<file path="src/fbfl_pkg.sv">
// ----------------------------------------------------------------------------
// fbfl_pkg
// types, widths and codes shared by the block free-list allocator
// ----------------------------------------------------------------------------
package fbfl_pkg;

    localparam int NUM_BLOCKS  = 256;
    localparam int MAX_POOL    = (NUM_BLOCKS < 256) ? NUM_BLOCKS : 256;
    localparam int LINK_AW     = $clog2(NUM_BLOCKS);
    localparam int IDX_W       = 8;
    localparam int CNT_W       = 9;
    localparam int BYTES_W     = 13;
    localparam int STRIDE_W    = 13;
    localparam int OFFSET_W    = 20;
    localparam int PROD_W      = IDX_W + STRIDE_W;
    localparam int CFG_IDX_W   = 1;
    localparam int CFG_DATA_W  = 13;
    localparam int IN_DATA_W   = 8;
    localparam int OUT_DATA_W  = 40;

    localparam int MAX_BLOCK_BYTES = 4096;
    localparam int HEADER_BYTES    = 24;
    localparam int TAG_BYTES       = 8;
    localparam int RESET_STRIDE    = 16;

    localparam logic [CFG_IDX_W-1:0] CFG_POOL_BLOCKS = 1'b0;
    localparam logic [CFG_IDX_W-1:0] CFG_BLOCK_BYTES = 1'b1;

    typedef enum logic [0:0] {
        CMD_ALLOC = 1'b0,
        CMD_FREE  = 1'b1
    } cmd_t;

    typedef enum logic [1:0] {
        ST_OK    = 2'd0,
        ST_EMPTY = 2'd1,
        ST_RANGE = 2'd2
    } status_t;

    // one finished list operation, handed on for offset calculation
    typedef struct packed {
        logic [IDX_W-1:0] gidx;
        logic             grant;
        status_t          status;
        logic [CNT_W-1:0] count;
    } fbfl_req_t;

endpackage

</file>
<file path="src/fbfl_ram.sv">
// ----------------------------------------------------------------------------
// fbfl_ram
// generic single-port ram, registered read
// ----------------------------------------------------------------------------
module fbfl_ram #(
    parameter int WIDTH = 8,
    parameter int DEPTH = 256
) (
    input  logic                     clk,
    input  logic                     we,
    input  logic [$clog2(DEPTH)-1:0] addr,
    input  logic [WIDTH-1:0]         wdata,
    output logic [WIDTH-1:0]         rdata
);

    logic [WIDTH-1:0] mem [DEPTH];
    logic [WIDTH-1:0] rdata_reg;

    always_ff @(posedge clk)
    begin
        if (we)
        begin
            mem[addr] <= wdata;
        end
        rdata_reg <= mem[addr];
    end

    assign rdata = rdata_reg;

endmodule

</file>
<file path="src/fbfl_list.sv">
// ----------------------------------------------------------------------------
// fbfl_list
// free-list sequencer: link memory, recycled head, fresh counter, free count
// ----------------------------------------------------------------------------
module fbfl_list (
    input  logic                            clk,
    input  logic                            rst_n,
    input  logic                            in_valid,
    output logic                            in_ready,
    input  fbfl_pkg::cmd_t                  in_cmd,
    input  logic [fbfl_pkg::IDX_W-1:0]      in_index,
    input  logic                            cfg_we,
    input  logic [fbfl_pkg::CFG_IDX_W-1:0]  cfg_index,
    input  logic [fbfl_pkg::CFG_DATA_W-1:0] cfg_data,
    output logic                            req_valid,
    input  logic                            req_ready,
    output fbfl_pkg::fbfl_req_t             req
);

    typedef enum logic [2:0] {
        S_IDLE = 3'b001,
        S_LINK = 3'b010,
        S_HAND = 3'b100
    } state_t;

    state_t                           state_reg, state_next;
    logic [fbfl_pkg::IDX_W-1:0]       head_reg, head_next;
    logic                             rvalid_reg, rvalid_next;
    logic [fbfl_pkg::CNT_W-1:0]       fresh_reg, fresh_next;
    logic [fbfl_pkg::CNT_W-1:0]       free_reg, free_next;
    logic [fbfl_pkg::CNT_W-1:0]       pool_reg, pool_next;
    fbfl_pkg::fbfl_req_t              req_reg, req_next;

    logic                             accept;
    logic [fbfl_pkg::CNT_W-1:0]       untouched;
    logic [fbfl_pkg::CNT_W-1:0]       recycled;
    logic [fbfl_pkg::CNT_W-1:0]       pool_sat;
    logic                             mem_we;
    logic [fbfl_pkg::LINK_AW-1:0]     mem_addr;
    logic [fbfl_pkg::IDX_W-1:0]       mem_rdata;

    assign in_ready  = (state_reg == S_IDLE);
    assign accept    = in_valid && in_ready;
    assign req_valid = (state_reg == S_HAND);
    assign req       = req_reg;

    assign untouched = pool_reg - fresh_reg;
    assign recycled  = (free_reg > untouched) ? (free_reg - untouched) : '0;

    // free pushes a link at the freed index, alloc reads the link behind the head
    assign mem_we   = accept && (in_cmd == fbfl_pkg::CMD_FREE)
                      && ({1'b0, in_index} < pool_reg);
    assign mem_addr = (in_cmd == fbfl_pkg::CMD_FREE) ? fbfl_pkg::LINK_AW'(in_index)
                                                     : fbfl_pkg::LINK_AW'(head_reg);

    fbfl_ram #(
        .WIDTH (fbfl_pkg::IDX_W),
        .DEPTH (fbfl_pkg::NUM_BLOCKS)
    ) u_link_ram (
        .clk   (clk),
        .we    (mem_we),
        .addr  (mem_addr),
        .wdata (head_reg),
        .rdata (mem_rdata)
    );

    always_comb
    begin
        pool_sat = cfg_data[fbfl_pkg::CNT_W-1:0];
        if (pool_sat == '0)
        begin
            pool_sat = fbfl_pkg::CNT_W'(1);
        end
        else if (pool_sat > fbfl_pkg::CNT_W'(fbfl_pkg::MAX_POOL))
        begin
            pool_sat = fbfl_pkg::CNT_W'(fbfl_pkg::MAX_POOL);
        end
    end

    always_comb
    begin
        state_next  = state_reg;
        head_next   = head_reg;
        rvalid_next = rvalid_reg;
        fresh_next  = fresh_reg;
        free_next   = free_reg;
        pool_next   = pool_reg;
        req_next    = req_reg;

        unique case (state_reg)
            S_IDLE:
            begin
                if (accept)
                begin
                    req_next.gidx   = '0;
                    req_next.grant  = 1'b0;
                    req_next.status = fbfl_pkg::ST_OK;
                    state_next      = S_HAND;
                    if (in_cmd == fbfl_pkg::CMD_ALLOC)
                    begin
                        if (rvalid_reg)
                        begin
                            req_next.gidx  = head_reg;
                            req_next.grant = 1'b1;
                            rvalid_next    = (recycled > fbfl_pkg::CNT_W'(1));
                            if (free_reg != '0)
                            begin
                                free_next = free_reg - 1'b1;
                            end
                            state_next = S_LINK;
                        end
                        else if (fresh_reg < pool_reg)
                        begin
                            req_next.gidx  = fresh_reg[fbfl_pkg::IDX_W-1:0];
                            req_next.grant = 1'b1;
                            fresh_next     = fresh_reg + 1'b1;
                            if (free_reg != '0)
                            begin
                                free_next = free_reg - 1'b1;
                            end
                        end
                        else
                        begin
                            req_next.status = fbfl_pkg::ST_EMPTY;
                        end
                    end
                    else
                    begin
                        if (mem_we)
                        begin
                            head_next   = in_index;
                            rvalid_next = 1'b1;
                            if (free_reg < pool_reg)
                            begin
                                free_next = free_reg + 1'b1;
                            end
                        end
                        else
                        begin
                            req_next.status = fbfl_pkg::ST_RANGE;
                        end
                    end
                    req_next.count = free_next;
                end
            end
            S_LINK:
            begin
                head_next  = mem_rdata;
                state_next = S_HAND;
            end
            S_HAND:
            begin
                if (req_ready)
                begin
                    state_next = S_IDLE;
                end
            end
            default:
            begin
                state_next = S_IDLE;
            end
        endcase

        // pool size write restarts the pool
        if (cfg_we && (cfg_index == fbfl_pkg::CFG_POOL_BLOCKS))
        begin
            pool_next   = pool_sat;
            head_next   = '0;
            rvalid_next = 1'b0;
            fresh_next  = '0;
            free_next   = pool_sat;
        end
    end

    always_ff @(posedge clk or negedge rst_n)
    begin
        if (!rst_n)
        begin
            state_reg  <= S_IDLE;
            head_reg   <= '0;
            rvalid_reg <= 1'b0;
            fresh_reg  <= '0;
            free_reg   <= fbfl_pkg::CNT_W'(fbfl_pkg::MAX_POOL);
            pool_reg   <= fbfl_pkg::CNT_W'(fbfl_pkg::MAX_POOL);
        end
        else
        begin
            state_reg  <= state_next;
            head_reg   <= head_next;
            rvalid_reg <= rvalid_next;
            fresh_reg  <= fresh_next;
            free_reg   <= free_next;
            pool_reg   <= pool_next;
        end
    end

    always_ff @(posedge clk)
    begin
        req_reg <= req_next;
    end

endmodule

</file>
<file path="src/fbfl_offset.sv">
// ----------------------------------------------------------------------------
// fbfl_offset
// block stride register, offset multiply stage and output register
// ----------------------------------------------------------------------------
module fbfl_offset (
    input  logic                             clk,
    input  logic                             rst_n,
    input  logic                             req_valid,
    output logic                             req_ready,
    input  fbfl_pkg::fbfl_req_t              req,
    input  logic                             cfg_we,
    input  logic [fbfl_pkg::CFG_IDX_W-1:0]   cfg_index,
    input  logic [fbfl_pkg::CFG_DATA_W-1:0]  cfg_data,
    output logic                             out_valid,
    input  logic                             out_ready,
    output logic [fbfl_pkg::OUT_DATA_W-1:0]  out_data
);

    logic [fbfl_pkg::STRIDE_W-1:0]    stride_reg;
    logic [fbfl_pkg::BYTES_W-1:0]     bytes_sat;
    logic [fbfl_pkg::BYTES_W-1:0]     bytes_pad;

    logic                             v1_reg;
    fbfl_pkg::fbfl_req_t              req1_reg;
    logic [fbfl_pkg::PROD_W-1:0]      prod_reg;
    logic                             move1;

    logic                             out_valid_reg;
    logic [fbfl_pkg::OUT_DATA_W-1:0]  out_data_reg;
    logic [fbfl_pkg::OFFSET_W-1:0]    offset;

    always_comb
    begin
        bytes_sat = cfg_data[fbfl_pkg::BYTES_W-1:0];
        if (bytes_sat == '0)
        begin
            bytes_sat = fbfl_pkg::BYTES_W'(1);
        end
        else if (bytes_sat > fbfl_pkg::BYTES_W'(fbfl_pkg::MAX_BLOCK_BYTES))
        begin
            bytes_sat = fbfl_pkg::BYTES_W'(fbfl_pkg::MAX_BLOCK_BYTES);
        end
        // round up to whole words
        bytes_pad = (bytes_sat + fbfl_pkg::BYTES_W'(7)) & ~fbfl_pkg::BYTES_W'(7);
    end

    always_ff @(posedge clk or negedge rst_n)
    begin
        if (!rst_n)
        begin
            stride_reg <= fbfl_pkg::STRIDE_W'(fbfl_pkg::RESET_STRIDE);
        end
        else if (cfg_we && (cfg_index == fbfl_pkg::CFG_BLOCK_BYTES))
        begin
            stride_reg <= bytes_pad + fbfl_pkg::STRIDE_W'(fbfl_pkg::TAG_BYTES);
        end
    end

    assign move1     = v1_reg && (!out_valid_reg || out_ready);
    assign req_ready = !v1_reg || move1;

    always_ff @(posedge clk or negedge rst_n)
    begin
        if (!rst_n)
        begin
            v1_reg        <= 1'b0;
            out_valid_reg <= 1'b0;
        end
        else
        begin
            if (req_ready)
            begin
                v1_reg <= req_valid;
            end
            if (move1)
            begin
                out_valid_reg <= 1'b1;
            end
            else if (out_ready)
            begin
                out_valid_reg <= 1'b0;
            end
        end
    end

    always_ff @(posedge clk)
    begin
        if (req_valid && req_ready)
        begin
            req1_reg <= req;
            prod_reg <= req.grant ? (fbfl_pkg::PROD_W'(req.gidx) * fbfl_pkg::PROD_W'(stride_reg))
                                  : '0;
        end
        if (move1)
        begin
            out_data_reg <= {1'b0, req1_reg.count, req1_reg.status, offset, req1_reg.gidx};
        end
    end

    // header, then the tag word in front of the user data
    assign offset = req1_reg.grant
                    ? fbfl_pkg::OFFSET_W'(prod_reg
                        + fbfl_pkg::PROD_W'(fbfl_pkg::HEADER_BYTES + fbfl_pkg::TAG_BYTES))
                    : '0;

    assign out_valid = out_valid_reg;
    assign out_data  = out_data_reg;

endmodule

</file>
<file path="src/fixed_block_free_list_allocator_top.sv">
// ----------------------------------------------------------------------------
// fixed_block_free_list_allocator_top
// fixed-size block allocator with a last-in-first-out free list
// ----------------------------------------------------------------------------
// Hands out and takes back blocks of a pool one item at a time. An allocate
// that reuses a freed block passes through the link state (the link memory
// read behind the list head) before the handoff state; other allocates, frees
// and refused items go straight to the handoff state. The result follows
// through a multiply stage and an output register, and a new item may enter
// while a result still waits. While m_tready stays low up to three items wait
// inside before s_tready stays low. The link memory needs no clearing after
// reset. Writing the pool size restarts the pool with every block free.
module fixed_block_free_list_allocator_top (
    input  logic                            clk,
    input  logic                            rst_n,
    input  logic                            s_tvalid,
    output logic                            s_tready,
    input  logic [fbfl_pkg::IN_DATA_W-1:0]  s_tdata,   // [7:0] block_index
    input  logic [0:0]                      s_tuser,   // [0] cmd
    output logic                            m_tvalid,
    input  logic                            m_tready,
    // [7:0] granted_index, [27:8] granted_offset, [29:28] status,
    // [38:30] free_count, [39] zero
    output logic [fbfl_pkg::OUT_DATA_W-1:0] m_tdata,
    input  logic                            cfg_we,
    input  logic [fbfl_pkg::CFG_IDX_W-1:0]  cfg_index,
    input  logic [fbfl_pkg::CFG_DATA_W-1:0] cfg_data
);

    logic                 req_valid;
    logic                 req_ready;
    fbfl_pkg::fbfl_req_t  req;

    fbfl_list u_list (
        .clk       (clk),
        .rst_n     (rst_n),
        .in_valid  (s_tvalid),
        .in_ready  (s_tready),
        .in_cmd    (fbfl_pkg::cmd_t'(s_tuser[0])),
        .in_index  (s_tdata[fbfl_pkg::IDX_W-1:0]),
        .cfg_we    (cfg_we),
        .cfg_index (cfg_index),
        .cfg_data  (cfg_data),
        .req_valid (req_valid),
        .req_ready (req_ready),
        .req       (req)
    );

    fbfl_offset u_offset (
        .clk       (clk),
        .rst_n     (rst_n),
        .req_valid (req_valid),
        .req_ready (req_ready),
        .req       (req),
        .cfg_we    (cfg_we),
        .cfg_index (cfg_index),
        .cfg_data  (cfg_data),
        .out_valid (m_tvalid),
        .out_ready (m_tready),
        .out_data  (m_tdata)
    );

endmodule

</file>
<file path="config.mk">
export PLATFORM = sky130hd
export DESIGN_NAME = fixed_block_free_list_allocator_top
export DESIGN_NICKNAME = d
export VERILOG_FILES = /design/src/fbfl_pkg.sv /design/src/fbfl_ram.sv /design/src/fbfl_list.sv /design/src/fbfl_offset.sv /design/src/fixed_block_free_list_allocator_top.sv
export SDC_FILE = /design/constraint.sdc
export NUM_CORES = 2
export LEC_CHECK = 0
export BUFFER_PORTS_ARGS = -buffer_cell sky130_fd_sc_hd__buf_4
export CORE_UTILIZATION = 57
export CTS_CLUSTER_SIZE = 16
export DETAILED_ROUTE_END_ITERATION = 16
export PLACE_DENSITY_LB_ADDON = 0.1
export SETUP_SLACK_MARGIN = 0.4
export SLEW_MARGIN = 5
export SYNTH_ARGS = -nofsm -noshare
export SYNTH_HDL_FRONTEND = slang
export SYNTH_SLANG_ARGS = --single-unit
</file>
<file path="constraint.sdc">
create_clock -name clk -period 6.7 [get_ports clk]
set_input_delay 0 -clock clk [delete_from_list [all_inputs] [get_ports clk]]
set_output_delay 0 -clock clk [all_outputs]
set_load 0.01 [all_outputs]
</file>
---- Word-level counts from Yosys, hierarchy flattened ----
Memories as Yosys holds them, arrays and structs flattened. A register that Yosys moved wholly into a read port is not among the register bits.
Index checks and enable logic that the tools add are counted.
cells by class
  add/subtract/negate cells ............... 8
  $mul .................................... 1
  magnitude comparators ................... 7
  equal/unequal tests ..................... 11
  multiplexer cells ....................... 47
  bitwise gates (word level) .............. 1
  reduce and logical (&&, ||, !) cells .... 25
operator list
  kind                                                                             count
  9-bit two-way mux                                                                20
  8-bit two-way mux                                                                5
  13-bit two-way mux                                                               2
  20-bit by 6-bit adder with 20-bit output, second input constant                  1
  8-bit by 13-bit multiplier with 20-bit output                                    1
  9-bit by 1-bit adder with 9-bit output, second input constant                    2
  9-bit < comparator                                                               2
  9-bit subtractor                                                                 2
  8-bit one-hot mux with 2 select lines                                            1
  13-bit by 3-bit adder with 13-bit output, second input constant                  1
  13-bit by 4-bit adder with 13-bit output, second input constant                  1
  13-bit greater-than comparator, second input constant                            1
  13-bit zero test                                                                 1
  3-bit two-way mux                                                                4
  1-bit two-way mux                                                                11
  9-bit by 1-bit greater-than comparator with 1-bit output, second input constant  1
  9-bit greater-than comparator                                                    1
  9-bit greater-than comparator, second input constant                             1
  9-bit zero test                                                                  1
  8-bit by 9-bit < comparator with 1-bit output                                    1
  3-bit inequality test, second input constant                                     3
  3-bit one-hot mux with 3 select lines                                            1
  9-bit nonzero test                                                               1
  9-bit by 1-bit subtractor with 9-bit output, second input constant               1
  other kinds (17)                                                                 34
storage, ports and cells
  register bits after elaboration ......... 153
  bits in writable memories ............... 2048
  output and inout bits ................... 42
  logic and storage cells ................. 121
  memories ................................ 1
memories
  memory                 depth  width  rd ports  clocked after memory_dff  write ports  line            RTL
  u_list.u_link_ram.mem  256    8      1         1                         1            fbfl_ram.sv:16  logic [WIDTH-1:0] mem [DEPTH];

---- Longest topological paths before layout ----
  depth in word-level cells ............... 9
  depth in mapped cells ................... 19
  depth with buffers taken out ............ 18

---- Modules after synthesis ----
From an unflattened synthesis, not the netlist that was laid out.
second synthesis, totals
  cell total of the unflattened synthesis .. 4508
  area total of the unflattened synthesis .. 88651.3 um^2
modules (own cells, without submodules)
  module       instances  cells each  area each (um^2)
  fbfl_ram     1          3547        78492.8
  fbfl_offset  1          535         6034.5
  fbfl_list    1          426         4124.0

---- Least setup slack after synthesis ----
No wires, ideal clock.
  path type ............................... reg-to-reg
  start ................................... reg u_list.head_reg[3] (netlist name)
  end ..................................... mem u_list.u_link_ram.mem[191][0] (enable)
  arrival ................................. 6.139 ns
  data required time ...................... 6.330 ns
  setup slack ............................. 0.191 ns
  cell stages (with the launch flop) ...... 8
  clock period less this slack ............ 6.509 ns
  path through ............................ dfrtp_1 -> mux2i_1 -> nor2_1 -> clkbuf_1 -> clkbuf_1 -> nand3_1 -> clkbuf_1 -> nor2_1
between the ends
  cells in the longest elaborated chain, start to end .. 1
RTL lines
  element                   line              RTL
  start: declaration        fbfl_list.sv:27   logic [fbfl_pkg::IDX_W-1:0] head_reg, head_next;
  start signal: assignment  fbfl_list.sv:189  head_reg <= head_next;
  8-bit two-way mux         fbfl_list.sv:53   assign mem_addr = (in_cmd == fbfl_pkg::CMD_FREE) ? fbfl_pkg::LINK_AW'(in_index)
  end: declaration          fbfl_ram.sv:16
No other way between the ends.

---- Worst setup path after layout ----
  start ................................... reg u_list.head_reg[0] (netlist name)
  end ..................................... reg u_list.u_link_ram.rdata_reg[4] (netlist: u_list.u_link_ram.rdata[4]), read port of u_list.u_link_ram.mem
between the ends
  cells in the longest elaborated chain, start to end .. 1
RTL lines
  element            line             RTL
  8-bit two-way mux  fbfl_list.sv:53
  end: declaration   fbfl_ram.sv:17   logic [WIDTH-1:0] rdata_reg;
No other way between the ends.
A chain may end at the register's enable or synchronous reset.

==> key figures <==
Die
  • Die Y: ~400 um
  • Die W: 398 um
  • Die area: approximately 160000 um2
  • I/O Pins: 70
  • # rows: approximately 150
  • Core area: between 150000 and 200000 um2
  • Starting density of the core: 0.573

Worst setup path
  • R2R setup slack: 1.79 ns
  • CP Capture Type: register
  • Crit path max fanout: about 60
  • Data arrival, critical path: 5.63 ns
  • Top delay family on crit path: multiplexers
  • Critical path startpoint: u_list.head_reg[0]
  • CP Capture Point: u_list.u_link_ram.rdata[4]
  • WS Path Type: reg2reg
  • Stages on the worst setup path: 8
  • Slowest stage delay, CP: approximately 0.87 ns
  • Path depth of the worst reg2reg path: 8
  • WP buf/inv: 2
  • Critical path launch point type: register
  • Slowest cell on crit path: mux2_8
  • CP Data Required Time: around 7.4 ns
  • CP Cell Sequence: mux2_8 -> buf_4 -> buf_4 -> mux4_2 -> mux4_2 -> a21oi_1 -> nand4_1 -> or2_1
  • R2R Path End: u_list.u_link_ram.rdata[4]
  • Worst R2R Start: u_list.head_reg[0]

Detailed routing
  • WL final: around 230 mm
  • DRT Pass-1 Iters: 6
  • Antenna Nets Post-Route: 0
  • Drt initial violations: 6385
  • DR vias: around 47000
  • DRC viols: 0
  • Vias per inst: ~6.5
  • Routed length per instance: roughly 32 um

Synth
  • Mean area per synthesized cell: 18.6 um2
  • Ys Warns: 0
  • Syn Inst Count: between 4000 and 5000
  • EDFF count, synth: 2141
  • Syn Std Cell Area: a little under 90000 um2
  • Seq/Total Area, Yosys: 0.735
  • Ys async rst share: 0.0232
  • Synthesis-stage register bit count: 2200
  • Main flop type after synthesis: edfxtp_1
  • Distinct cells, synth: between 70 and 80

GRT
  • First-pass GRT wire length: 332 mm
  • Vias in the first global route: between 40000 and 50000
  • Total Routing Usage GR: 0.295
  • Largest net degree at the start of global routing: roughly 220
  • GRT Residual Overflow: 0
  • Antenna violations before repair: 8

STA
  • Fmax: around 0.2 GHz
  • RSZ-0062 raised after global routing: no
  • Minimum clock period: 4.91 ns
  • Setup TNS: 0 ns
  • Worst Tran Pin Value: 1.27 ns
  • Final worst-path cycle share: 0.732
  • Final setup violating endpoints: 0
  • Max Clock Skew: 0.0462 ns
  • Rel. slew slack: 0.150
  • Hold Vio Cnt, Final: 0
  • Fin. max-slew vios: 0

Min path
  • Hold Crit Class: in2reg

Pwr
  • Max IR drop VDD: 0.285 mV
  • LEAKAGE: around 0.032 uW
  • Pwr dens: about 330 nW/um2

Clocking
  • CTS sink cnt: between 2000 and 2500
  • Clk_lat worst skew: about 0.84 ns
  • CTS clk-pin slew, worst paths: roughly 0.060 ns
  • CTS max path bufs: 3
  • Clock root buffer: clkbuf_16
  • CTS tree: yes
  • H-tree depth: 4
  • Num CTS Buffers: between 200 and 250
  • Post-CTS setup buffers: 0
  • Post-cts sizing count: 0
  • Cts hold-fix bufs: a little under 50

Finish
  • Post-Layout Cell Count: just over 7000
  • NumNets Final: approximately 5000
  • Commonest non-fill, non-tap cells in the layout: 2141 x edfxtp_1, 521 x mux4_2, 406 x nand2_1
  • Commonest non-fill, non-tap cell in the layout: edfxtp_1
  • Max FFs per register: between 2000 and 2500
  • Layout Area Growth over Synthesis: 11.9%
  • Layout cell share with drive strength beyond 1: 0.207

Place
  • Placer Congestion: a little over 0.9
  • Buffers on Ports: between 60 and 70
  • Placed Cells: just under 7000
  • Hpwl dp: 140 mm

Run
  • Max-cap violation count: 0

Outcome
  • Run status: completed
per-stage QoR:
| step | worst slack, ns | hold WS [ns] | total power, uW | instance area (um2) | utilization |
|---|---|---|---|---|---|
| after floorplan | 0.512 | -0.296 | 19900 | 89500 | - |
| after global placement | 1.79 | 0.0944 | 21800 | 92600 | 0.594 |
| after detailed placement | 1.74 | 0.0952 | 21800 | 92600 | 0.594 |
| after CTS | 1.74 | 0.0508 | 33600 | 100000 | 0.641 |
| after global routing | 1.51 | 0.111 | 34500 | 100000 | 0.641 |
| final | 1.79 | 0.103 | 33500 | 100000 | 0.642 |
per-layer routing:
metal	wire, um	track usage	vias to the layer above
met5	48	0	-
met4	8440	0.103	6
met3	23400	0.0698	424
met2	108000	0.450	2469
met1	91000	0.421	24800
li1	-	-	19600
tightest hold or removal path: cells and delay by family:
| family | cells | cell delay, ns |
|---|---|---|
| buffers and inverters | 2 | 0.63 |
| AOI/OAI and AO/OA | 1 | 0.10 |
| and+or+nand+nor | 1 | 0.13 |
logic make-up after synthesis:
logic type,share of synthesized area
muxes,0.137
DFF,0.735
xor gates and xnor gates,0.00597
AOI/OAI and AO/OA,0.0291
and+or+nand+nor,0.0544
adders and majority gates,0.0214
other,0.0000419
buffers and inverters,0.0177
power breakdown:
group	internal [uW]	switching (uW)
combinational	1830	3430
clock	6760	5140
sequential	16000	363
cell usage after synthesis, types with 5 or more instances:
| master | n | area share |
|---|---|---|
| and3_1 | 35 | 0.0024 |
| o211ai_1 | 7 | 0.00059 |
| nand3_1 | 124 | 0.0069 |
| nand2_1 | 406 | 0.017 |
| buf_2 | 59 | 0.0033 |
| o21a_1 | 6 | 0.00050 |
| a311oi_1 | 10 | 0.00098 |
| nand4_1 | 31 | 0.0022 |
| a22oi_1 | 16 | 0.0013 |
| buf_4 | 20 | 0.0017 |
| a221oi_1 | 28 | 0.0027 |
| a21oi_1 | 83 | 0.0046 |
| clkbuf_1 | 144 | 0.0060 |
| or4_1 | 6 | 0.00050 |
| nor2_1 | 345 | 0.014 |
| dfrtp_1 | 47 | 0.013 |
| a21boi_0 | 8 | 0.00067 |
| nor3_1 | 29 | 0.0016 |
| o21ai_0 | 70 | 0.0039 |
| a211oi_1 | 14 | 0.0012 |
| a21o_1 | 13 | 0.0011 |
| mux2i_1 | 39 | 0.0044 |
| and2_1 | 66 | 0.0046 |
| o22ai_1 | 25 | 0.0017 |
| a31oi_1 | 22 | 0.0015 |
| xor2_1 | 18 | 0.0018 |
| edfxtp_1 | 2141 | 0.72 |
| buf_1 | 31 | 0.0013 |
| fa_1 | 49 | 0.011 |
| mux4_2 | 521 | 0.13 |
| or3_1 | 11 | 0.00077 |
| nor4_1 | 5 | 0.00035 |
| mux2_2 | 7 | 0.00088 |
| a22o_1 | 38 | 0.0037 |
| inv_1 | 88 | 0.0037 |
| nand2b_1 | 16 | 0.0011 |
| buf_6 | 12 | 0.0015 |
| nor2b_1 | 18 | 0.0013 |
| ha_1 | 74 | 0.010 |
| xnor2_1 | 43 | 0.0042 |
| dfxtp_1 | 8 | 0.0018 |
how the worst min path moves through the flow:
stage	start	endpoint	cells past startpoint
4_1_cts	m_tready	u_offset.v1_reg	4
3_3_place_gp	rst_n	u_offset.out_valid	1
3_5_place_dp	rst_n	u_offset.out_valid	1
2_1_floorplan	rst_n	u_list.free_reg[0]	0
5_1_grt	cfg_data[2]	u_list.free_reg[2]	4
6_report	cfg_data[2]	u_list.free_reg[2]	4
cell type report:
class                           instances  area [um2]
Antenna cell                            4        10.0
Clock buffer                          286        5860
Clock inverter                        109        1070
Fill cell                           10700       55900
Inverter                               89         334
Multi-Input combinational cell       2247       22300
Sequential cell                      2200       65800
Tap cell                             2058        2570
Timing Repair Buffer                  248        2160
Note: power is estimated with default switching activity, not from simulation.
